--- src/rtl/packet_sequence_double_buffer_placer_unit_assert.svh ---
// Assertion macros for the packet placer.
// Each use expands to one labeled concurrent assertion clocked on clk,
// disabled while arst_n is low.
`ifndef PACKET_SEQUENCE_DOUBLE_BUFFER_PLACER_UNIT_ASSERT_SVH
`define PACKET_SEQUENCE_DOUBLE_BUFFER_PLACER_UNIT_ASSERT_SVH

// same-cycle implication
`define PSDBP_ASSERT_IMP(name, ante, cons) \
	name: assert property (@(posedge clk) disable iff (!arst_n) (ante) |-> (cons)) \
		else $error("placer check failed");

// next-cycle implication
`define PSDBP_ASSERT_NXT(name, ante, cons) \
	name: assert property (@(posedge clk) disable iff (!arst_n) (ante) |=> (cons)) \
		else $error("placer check failed");

`endif

--- src/rtl/psdbp_pkg.sv ---
package psdbp_pkg;

	// window geometry
	localparam int SLOTS        = 4096;
	localparam int SLOT_W       = $clog2(SLOTS);
	localparam int CNT_W        = SLOT_W + 1;

	// sequence extraction
	localparam int RAW_W        = 64;
	localparam int SEQ_SHIFT    = 11;
	localparam int SEQ_W        = RAW_W - SEQ_SHIFT;
	localparam int DIST_W       = SEQ_W - SLOT_W;

	// overrun block ends allowed per item before the packet is dropped
	localparam int MAX_OVR_ENDS = 14;

	// result index within one item (up to 16 results)
	localparam int IDX_W        = 4;
	localparam int TOT_W        = IDX_W + 1;

	// configuration
	localparam int START_W      = 20;
	localparam int IGN_W        = 16;
	localparam int CFG_W        = START_W;
	localparam logic [START_W-1:0] START_LIMIT_RST  = 20'd10000;
	localparam logic [IGN_W-1:0]   IGNORE_LIMIT_RST = 16'd4095;

	// offsets above this in the next window end the block
	localparam logic [SLOT_W-1:0] HALF_LIM = SLOT_W'(SLOTS - 1 - SLOTS / 2);

	typedef enum logic [2:0] {
		KIND_CUR   = 3'd0,
		KIND_NXT   = 3'd1,
		KIND_UNDER = 3'd2,
		KIND_IGN   = 3'd3,
		KIND_END   = 3'd4,
		KIND_OVR   = 3'd5
	} kind_t;

	typedef enum logic {
		CFG_START_LIMIT  = 1'b0,
		CFG_IGNORE_LIMIT = 1'b1
	} cfg_reg_t;

	// result list of one item: n_pre block ends, optional middle result,
	// optional trailing block end
	typedef struct packed {
		logic [IDX_W-1:0]  n_pre;
		logic [CNT_W-1:0]  fill_a;
		logic [CNT_W-1:0]  fill_b;
		logic              mid_vld;
		kind_t             mid_kind;
		logic [SLOT_W-1:0] mid_slot;
		logic              tail_vld;
		logic              tail_part;
		logic [CNT_W-1:0]  tail_fill;
		logic [TOT_W-1:0]  tot;
	} plan_t;

	// next window base is always base + SLOTS
	typedef struct packed {
		logic             started;
		logic [SEQ_W-1:0] base;
		logic [CNT_W-1:0] cur_cnt;
		logic [CNT_W-1:0] nxt_cnt;
		logic [IGN_W-1:0] ign_cnt;
	} state_t;

endpackage

--- src/rtl/packet_sequence_double_buffer_placer_unit.sv ---
// Channel   Signals                                       Direction
// item      item_valid, item_stall, mode, raw_sequence    in
// result    result_valid, result_stall, kind, slot,       out
//           fill_count, dropped_count, partial, last
// config    cfg_valid, cfg_ready, cfg_index, cfg_data     in
//
// One result is loaded per cycle unless result_stall holds: a single-result
// item is taken each cycle; an item of N results (N <= 16) is held for N loads.
// The decision is formed from the item register and the window state in one pass
// and lands in the result register; the window state commits with the last result.
// arst_n clears window state and valid flags and loads the default limits.
// result_stall holds the result register; the item register refills in the same
// cycle its last result is loaded.

`include "packet_sequence_double_buffer_placer_unit_assert.svh"

module packet_sequence_double_buffer_placer_unit
	import psdbp_pkg::*;
(
	input  logic               clk,
	input  logic               arst_n,
	// item channel
	input  logic               item_valid,
	output logic               item_stall,
	input  logic               mode,
	input  logic [RAW_W-1:0]   raw_sequence,
	// result channel
	output logic               result_valid,
	input  logic               result_stall,
	output logic [2:0]         kind,
	output logic [SLOT_W-1:0]  slot,
	output logic [CNT_W-1:0]   fill_count,
	output logic [CNT_W-1:0]   dropped_count,
	output logic               partial,
	output logic               last,
	// configuration channel
	input  logic               cfg_valid,
	output logic               cfg_ready,
	input  logic               cfg_index,
	input  logic [CFG_W-1:0]   cfg_data
);

	// item register
	logic              vld_s1;
	logic              mode_s1;
	logic [SEQ_W-1:0]  seq_s1;
	logic [IDX_W-1:0]  idx_q;

	// window state and limits
	state_t            st_q;
	state_t            st_d;
	logic [START_W-1:0] start_lim_q;
	logic [IGN_W-1:0]  ign_lim_q;

	// result register
	logic              res_vld_q;
	kind_t             kind_q;
	logic [SLOT_W-1:0] slot_q;
	logic [CNT_W-1:0]  fill_q;
	logic [CNT_W-1:0]  drop_q;
	logic              part_q;
	logic              last_q;

	// decision
	plan_t             plan;
	logic              start_ok;
	logic [SEQ_W-1:0]  eff_base;
	logic [CNT_W-1:0]  eff_cc;
	logic [CNT_W-1:0]  eff_nc;
	logic [SEQ_W:0]    diff;
	logic              is_under;
	logic [SEQ_W-1:0]  off;
	logic [SLOT_W-1:0] noff;
	logic [DIST_W-1:0] win_dist;
	logic              d_zero;
	logic              d_near;
	logic [IDX_W-1:0]  k;
	logic [CNT_W-1:0]  cc_k;
	logic [CNT_W-1:0]  nc_k;
	logic [CNT_W-1:0]  nc_inc;
	logic [CNT_W-1:0]  cc_inc;
	logic [SEQ_W-1:0]  seq_m_noff;
	logic [SEQ_W-1:0]  base_nxt;
	logic [SEQ_W-1:0]  base_ovr;

	// result select
	kind_t             r_kind;
	logic [SLOT_W-1:0] r_slot;
	logic [CNT_W-1:0]  r_fill;
	logic [CNT_W-1:0]  r_drop;
	logic              r_part;
	logic              r_last;

	// handshakes
	logic              ld;
	logic              acc;

	assign ld         = vld_s1 & (~res_vld_q | ~result_stall);
	assign item_stall = vld_s1 & ~(ld & r_last);
	assign acc        = item_valid & ~item_stall;
	assign cfg_ready  = 1'b1;

	// effective window: a starting packet opens the window at its own sequence
	assign start_ok = (seq_s1 < SEQ_W'(start_lim_q));
	assign eff_base = st_q.started ? st_q.base : seq_s1;
	assign eff_cc   = st_q.started ? st_q.cur_cnt : '0;
	assign eff_nc   = st_q.started ? st_q.nxt_cnt : '0;

	// distance from current window base, in whole windows
	assign diff     = {1'b0, seq_s1} - {1'b0, eff_base};
	assign is_under = diff[SEQ_W];
	assign off      = diff[SEQ_W-1:0];
	assign noff     = off[SLOT_W-1:0];
	assign win_dist = off[SEQ_W-1:SLOT_W];
	assign d_zero   = (win_dist == '0);
	assign d_near   = ~d_zero && (win_dist <= DIST_W'(MAX_OVR_ENDS + 1));

	// k block ends before placing into next; counts roll through the swaps
	assign k      = win_dist[IDX_W-1:0] - IDX_W'(1);
	assign cc_k   = (k == '0) ? eff_cc : ((k == IDX_W'(1)) ? eff_nc : '0);
	assign nc_k   = (k == '0) ? eff_nc : '0;
	assign nc_inc = (nc_k < CNT_W'(SLOTS)) ? nc_k + CNT_W'(1) : nc_k;
	assign cc_inc = eff_cc + CNT_W'(1);

	// window bases after swaps
	assign seq_m_noff = seq_s1 - SEQ_W'(noff);
	assign base_nxt   = st_q.base + SEQ_W'(SLOTS);
	assign base_ovr   = st_q.base + SEQ_W'(MAX_OVR_ENDS * SLOTS);

	// plan of results and next window state
	always_comb begin
		plan          = '0;
		plan.fill_a   = eff_cc;
		plan.fill_b   = eff_nc;
		plan.tail_fill = eff_cc;
		st_d          = st_q;
		if (mode_s1) begin
			// timeout: partial block end
			plan.tail_vld  = 1'b1;
			plan.tail_part = 1'b1;
			plan.tail_fill = st_q.cur_cnt;
			st_d.base      = base_nxt;
			st_d.cur_cnt   = st_q.nxt_cnt;
			st_d.nxt_cnt   = '0;
			st_d.ign_cnt   = '0;
		end else if (!st_q.started && !start_ok) begin
			// not started yet: ignore, maybe end an empty block
			plan.mid_vld  = 1'b1;
			plan.mid_kind = KIND_IGN;
			if (st_q.ign_cnt >= ign_lim_q) begin
				plan.tail_vld  = 1'b1;
				plan.tail_fill = st_q.cur_cnt;
				st_d.base      = base_nxt;
				st_d.cur_cnt   = st_q.nxt_cnt;
				st_d.nxt_cnt   = '0;
				st_d.ign_cnt   = '0;
			end else begin
				st_d.ign_cnt = st_q.ign_cnt + IGN_W'(1);
			end
		end else begin
			st_d.started = 1'b1;
			st_d.base    = eff_base;
			st_d.cur_cnt = eff_cc;
			st_d.nxt_cnt = eff_nc;
			plan.mid_vld = 1'b1;
			if (is_under) begin
				plan.mid_kind = KIND_UNDER;
			end else if (d_zero) begin
				// current window, end at once when full
				plan.mid_kind = KIND_CUR;
				plan.mid_slot = noff;
				if (cc_inc >= CNT_W'(SLOTS)) begin
					plan.tail_vld  = 1'b1;
					plan.tail_fill = cc_inc;
					st_d.base      = base_nxt;
					st_d.cur_cnt   = eff_nc;
					st_d.nxt_cnt   = '0;
					st_d.ign_cnt   = '0;
				end else begin
					st_d.cur_cnt = cc_inc;
				end
			end else if (d_near) begin
				// k swaps, then next window; late half ends the block
				plan.n_pre    = k;
				plan.mid_kind = KIND_NXT;
				plan.mid_slot = noff;
				if (k != '0) begin
					st_d.ign_cnt = '0;
				end
				if (noff > HALF_LIM) begin
					plan.tail_vld  = 1'b1;
					plan.tail_fill = cc_k;
					st_d.base      = seq_m_noff;
					st_d.cur_cnt   = nc_inc;
					st_d.nxt_cnt   = '0;
					st_d.ign_cnt   = '0;
				end else begin
					st_d.base    = seq_m_noff - SEQ_W'(SLOTS);
					st_d.cur_cnt = cc_k;
					st_d.nxt_cnt = nc_inc;
				end
			end else begin
				// too far ahead: capped swaps, then drop
				plan.n_pre    = IDX_W'(MAX_OVR_ENDS);
				plan.mid_kind = KIND_OVR;
				st_d.base     = base_ovr;
				st_d.cur_cnt  = '0;
				st_d.nxt_cnt  = '0;
				st_d.ign_cnt  = '0;
			end
		end
		plan.tot = TOT_W'(plan.n_pre) + TOT_W'(plan.mid_vld) + TOT_W'(plan.tail_vld);
	end

	// pick the result at idx_q
	always_comb begin
		r_kind = KIND_END;
		r_slot = '0;
		r_fill = '0;
		r_part = 1'b0;
		if (idx_q < plan.n_pre) begin
			if (idx_q == '0) begin
				r_fill = plan.fill_a;
			end else if (idx_q == IDX_W'(1)) begin
				r_fill = plan.fill_b;
			end
		end else if (idx_q == plan.n_pre && plan.mid_vld) begin
			r_kind = plan.mid_kind;
			r_slot = plan.mid_slot;
		end else begin
			r_fill = plan.tail_fill;
			r_part = plan.tail_part;
		end
		if (r_kind != KIND_END || r_part || r_fill == '0 || r_fill >= CNT_W'(SLOTS)) begin
			r_drop = '0;
		end else begin
			r_drop = CNT_W'(SLOTS) - r_fill;
		end
		r_last = ((TOT_W'(idx_q) + TOT_W'(1)) == plan.tot);
	end

	// item register control
	always_ff @(posedge clk or negedge arst_n) begin
		if (!arst_n) begin
			vld_s1 <= 1'b0;
			idx_q  <= '0;
		end else begin
			if (acc) begin
				vld_s1 <= 1'b1;
			end else if (ld && r_last) begin
				vld_s1 <= 1'b0;
			end
			if (ld) begin
				idx_q <= r_last ? '0 : idx_q + IDX_W'(1);
			end
		end
	end

	// item payload
	always_ff @(posedge clk) begin
		if (acc) begin
			mode_s1 <= mode;
			seq_s1  <= raw_sequence[RAW_W-1:SEQ_SHIFT];
		end
	end

	// window state commits with the last result of the item
	always_ff @(posedge clk or negedge arst_n) begin
		if (!arst_n) begin
			st_q <= '0;
		end else if (ld && r_last) begin
			st_q <= st_d;
		end
	end

	// configuration writes
	always_ff @(posedge clk or negedge arst_n) begin
		if (!arst_n) begin
			start_lim_q <= START_LIMIT_RST;
			ign_lim_q   <= IGNORE_LIMIT_RST;
		end else if (cfg_valid && cfg_ready) begin
			case (cfg_index)
				CFG_START_LIMIT:  start_lim_q <= cfg_data[START_W-1:0];
				CFG_IGNORE_LIMIT: ign_lim_q   <= cfg_data[IGN_W-1:0];
				default: ;
			endcase
		end
	end

	// result register valid
	always_ff @(posedge clk or negedge arst_n) begin
		if (!arst_n) begin
			res_vld_q <= 1'b0;
		end else if (ld) begin
			res_vld_q <= 1'b1;
		end else if (!result_stall) begin
			res_vld_q <= 1'b0;
		end
	end

	// result payload
	always_ff @(posedge clk) begin
		if (ld) begin
			kind_q <= r_kind;
			slot_q <= r_slot;
			fill_q <= r_fill;
			drop_q <= r_drop;
			part_q <= r_part;
			last_q <= r_last;
		end
	end

	assign result_valid  = res_vld_q;
	assign kind          = kind_q;
	assign slot          = slot_q;
	assign fill_count    = fill_q;
	assign dropped_count = drop_q;
	assign partial       = part_q;
	assign last          = last_q;

	// checks
	`PSDBP_ASSERT_IMP(a_idx_in_plan, vld_s1, TOT_W'(idx_q) < plan.tot)
	`PSDBP_ASSERT_NXT(a_idx_rewind, ld && r_last, idx_q == '0)
	`PSDBP_ASSERT_NXT(a_item_frees, ld && r_last && !acc, !vld_s1)
	`PSDBP_ASSERT_IMP(a_cnt_bound, 1'b1, st_q.cur_cnt <= CNT_W'(SLOTS) && st_q.nxt_cnt <= CNT_W'(SLOTS))
	`PSDBP_ASSERT_IMP(a_started_sticky, 1'b1, !$fell(st_q.started))

endmodule
--- config.mk ---
export PLATFORM = sky130hd
export DESIGN_NAME = packet_sequence_double_buffer_placer_unit
export DESIGN_NICKNAME = d
export VERILOG_FILES = /design/src/rtl/psdbp_pkg.sv /design/src/rtl/packet_sequence_double_buffer_placer_unit.sv
export VERILOG_INCLUDE_DIRS = /design/src /design/src/rtl
export SDC_FILE = /design/constraint.sdc
export NUM_CORES = 1
export LEC_CHECK = 0
export CAP_MARGIN = 10
export CORE_UTILIZATION = 49
export DETAILED_ROUTE_END_ITERATION = 10
export DONT_BUFFER_PORTS = 1
export PLACE_DENSITY = 0.67
export SYNTH_ARGS = -nofsm -noshare
export SYNTH_HDL_FRONTEND = slang
export SYNTH_SLANG_ARGS = --single-unit
--- constraint.sdc ---
create_clock -name clk -period 13.4 [get_ports clk]
set_clock_uncertainty 0.05 [all_clocks]
set_input_delay 2.01 -clock clk [delete_from_list [all_inputs] [get_ports clk]]
set_output_delay 2.01 -clock clk [all_outputs]
set_load 0.005 [all_outputs]
==> summary by stage <==
Status
The run finished, with violations left. The final reports fail on design-rule violations.

Logic synthesis
Of the synthesized area, sequential elements account for 27.3%. Sorting the synthesized cells by area gives the leading types as dfrtp_1, edfxtp_1, ha_1, nand2_1, o21ai_0. The number of nets in the synthesized netlist is 3240. By area, the combinational part of the netlist is dominated by compound AO/OA/AOI/OAI gates. The average cell area after synthesis is 7.74 µm². Summed over all instances, the cell type with the most area after synthesis is dfrtp_1. The synthesized-area fraction occupied by ao, oa, aoi and oai cells is 27.1%. For this run, the leading register cell type out of synthesis is dfrtp_1. The xor/xnor cell area share of the yosys netlist is 5.28%. The fraction of post-synthesis cell area in the top cell type by area is 12.9%. The simple-gate area share of the yosys netlist is 24.2%. The share of synthesized cell area in full adder, half adder and majority cells is 6.73%.

The summed instance area of the synthesized netlist is 23400 µm². The number of distinct library cells after synthesis is 101. The number of warnings reported in the yosys synthesis log is 0. Counting every instance in the synthesized netlist gives 3025. Counting flops with a built-in enable in the synthesized netlist gives 97. The register bit count reported by yosys is 235.

Measured against the total synthesized area, the mux share comes to 4.33%. Counting flops with an async set or reset pin after synthesis yields a share of 58.7%.

Placement
The detailed-placement wirelength estimate is 71800 µm. The final estimated routing congestion in global placement is 0.986. During placement, the flow inserted port buffers numbering 0.

STA
The smallest clock period supported by the final layout is computed as 11.65 ns. The final critical path takes up 87.0% of the cycle. The max-slew violation count is 0. The sum of negative setup slack is 0 ns. Setup repair after global routing left no endpoint under its margin. The transition time at the pin with the least slew margin is 1.17 ns. The final setup violation count is 0. The total count of hold-check failures in the final report is 0. The worst slew margin relative to its limit is 21.6%. The achievable frequency is 0.0858 GHz.

Floorplan
The horizontal die dimension is 221 µm. In this run the count of I/O pins placed on the die edge is 137. The region available for standard cell placement spans 46900 µm². The initial utilization of the core area, before any placement, comes to 49.9%. The die outline height is 221 µm. The number of cell rows is 79. The die outline area is 48600 µm².

Hold path
Along the worst hold path, the cell count comes to 1. The worst hold path begins at vld_s1. The worst hold path terminates at result_valid. The class of the tightest hold or removal check is flop to flop.

Pwr
The leakage dissipation is 9.70 nW. In this run, flip-flops and latches consume 21.7% of the power. The clock network fraction of total power is 13.3%. In this run the power density over the cells is 252 nW/µm².

Cell internal power was estimated by the tool at 0.00284 W. The combinational group share of total power is 65.0%. IR analysis of the VDD net gives a maximum drop of 0.000155 V. In this run the power spent charging and discharging nets is 0.00342 W. In this run switching power makes up 54.7% of total power.

Global routing
The remaining global-route overflow is 0. The via count of the first global-routing pass is 23600. Global routing consumed, over all layers together, 38.9% of the routing resources. The initial antenna violation count is 3.

Entering global routing, the biggest net connects 139 pins. The first global-routing pass estimated 144000 µm of wire.

CTS
TritonCTS built the clock tree. The number of hold buffers added after cts is 0. The clock latency on the worst-skew pair is 0.60 ns.

The clock sink count is 235. The cell sitting at the root of the clock tree is a clkbuf_16. The number of setup buffers added after CTS is 0. Post-CTS repair changed the size of 0 cells. The clock slew seen by the registers of the worst setup and hold paths is 0.06 ns. Counting along the longest clock path gives a buffer depth of 3. In this run the number of H-tree levels came out at 1. The number of buffers created by CTS is 30.

Finish
The library cells used most frequently in the layout, excluding fill and tap cells, are nand2_1, nor2_1, o21ai_0. From synthesis to final layout, the design area changed by 6.00%. Leaving out fill and tap cells, the most frequent cell in the layout is nand2_1. The final layout contains 3137 nets.

In the final layout, the share of cells above drive strength 1 is 6.69%. Cells fill 52.9% of the core in the end.

Setup path
The gate family responsible for the most delay along the worst path is compound AO/OA/AOI/OAI gates. The worst reg2reg path endpoint is dropped_count[9]. The number of logic stages on the critical path including buffering is 24. The worst setup path is captured at an output pin. The number of buffers and inverters on the critical path is 3. The kind of critical path is flop to output pin.

The worst register-to-register path begins at st_q[95]. The maximum cell stage delay along the critical path is 0.84 ns. STA classifies the critical path startpoint as a flop. The slowest cell on the critical path is dfrtp_4.

The worst endpoint data arrival time is 9.59 ns. The signal on the critical path passes through buf_4 > mux2i_1 > ha_1 > a21oi_1 > o21ai_1 > a211o_1 > o311ai_1 > nand3_1 > nor3b_1 > a311oi_1 > and3_1 > nand4_1 > a21oi_1 > nor2_1 > fa_1 > inv_1 > ha_1 > xor2_1 > nor2_1 > and3_1 > o31ai_1 > a211oi_4 > buf_4 > nor2b_1. Along the worst path, the maximum fanout reaches 37. The length in cells of the worst reg-to-reg path is 33. The worst-case register-to-register setup slack is 2.54 ns. For the worst setup path, the data required time is 11.34 ns.

Routing
The via total after detailed routing is 24900. The number of iterations in the first detailed-routing pass is 9. In the routed design, unresolved DRC markers number 2. After detailed routing, the number of vias per cell comes to 7.00. For this block, the routed nets add up to 96000 µm of wire.

The first routing iteration left 3494 violations. The count of nets left with antenna violations once routing finished came out at 0. After detailed routing, the average wire length per cell comes to 27.0 µm.

Run
Max-cap violations in this run came to 0.
==> per-layer routing <==
layer	vias to the layer above	wire length (µm)	track usage, %
li1	11100	-	-
met1	12000	40100	53.5
met2	1495	41400	58.9
met3	284	9810	7.66
met4	0	4720	17.4
met5	-	0	0
==> area by class of cell <==
cell class / count / area (µm²)
diodes: 2 / 5.00
clock buffers: 38 / 812
clock inverters: 18 / 178
fillers: 4627 / 22000
inverters: 120 / 450
multi-input cells: 2490 / 15900
flip-flops and latches: 235 / 6390
well taps: 607 / 759
repair buffers: 45 / 338
==> synthesized netlist by cell type, types with 16 or more instances <==
cell type,instances
o211ai_1,24
and2_1,30
and3_1,53
inv_1,120
nand2_1,358
o22ai_1,36
nor2_1,258
nand3_1,109
mux2i_1,64
edfxtp_1,97
nor4_1,37
a22o_1,30
o31ai_1,42
nor2b_1,19
dfstp_2,17
o21a_1,23
nor3_1,75
o21ai_1,32
nand3b_1,16
a22oi_1,23
a211oi_1,32
ha_1,121
a21o_1,32
clkbuf_1,136
nand2b_1,26
or3_1,29
xor2_1,48
mux2_2,33
dfrtp_1,121
o21ai_0,239
nand4_1,61
a21oi_1,229
xnor2_1,93
buf_2,28
a31oi_1,35
a221oi_1,24
==> how the worst max path moves through the flow <==
stage	from	endpoint
2_1_floorplan	st_q[95]	mode_s1
3_3_place_gp	st_q[95]	item_stall
3_5_place_dp	st_q[95]	item_stall
4_1_cts	st_q[95]	item_stall
5_1_grt	st_q[95]	item_stall
6_report	st_q[95]	item_stall
==> cell families after synthesis <==
kind of cell | after synthesis
muxes | 97
xor gates and xnor gates | 141
adders and majority gates | 124
DFF | 235
AOI/OAI and AO/OA | 972
buffers and inverters | 300
and+or+nand+nor | 1155
other | 1
==> power by group through the flow <==
stage                     combinational (W)  clock [W]  sequential (W)
after CTS                           0.00393   0.000841         0.00133
after detailed placement            0.00391          0         0.00135
after floorplan                     0.00287          0         0.00116
final                               0.00407   0.000833         0.00136
after global routing                0.00437   0.000863         0.00137
after global placement              0.00385          0         0.00134
==> sequential cells by signal, indices dropped and copies added, names as in the netlist <==
signal and count:
dropped_count 13, fill_count 13, idx_q 4, ign_lim_q 16, kind 3, last 1, mode_s1 1, partial 1
result_valid 1, seq_s1 53, slot 12, st_q 96, start_lim_q 20, vld_s1 1
==> per-stage QoR <==
step / hold slack, ns / std cells / instance area (µm²) / worst slack (ns) / total power (W)
3_3_place_gp: 0.414 / 3496 / 23800 / 2.80 / 0.00519
6_report: 0.431 / 3555 / 24800 / 1.75 / 0.00626
5_1_grt: 0.470 / 3555 / 24800 / 1.49 / 0.00660
4_1_cts: 0.430 / 3552 / 24800 / 2.06 / 0.00610
3_5_place_dp: 0.423 / 3496 / 23800 / 2.71 / 0.00526
2_1_floorplan: 0.399 / 3025 / 23400 / 1.49 / 0.00403
(Power assumes the default switching activity.)
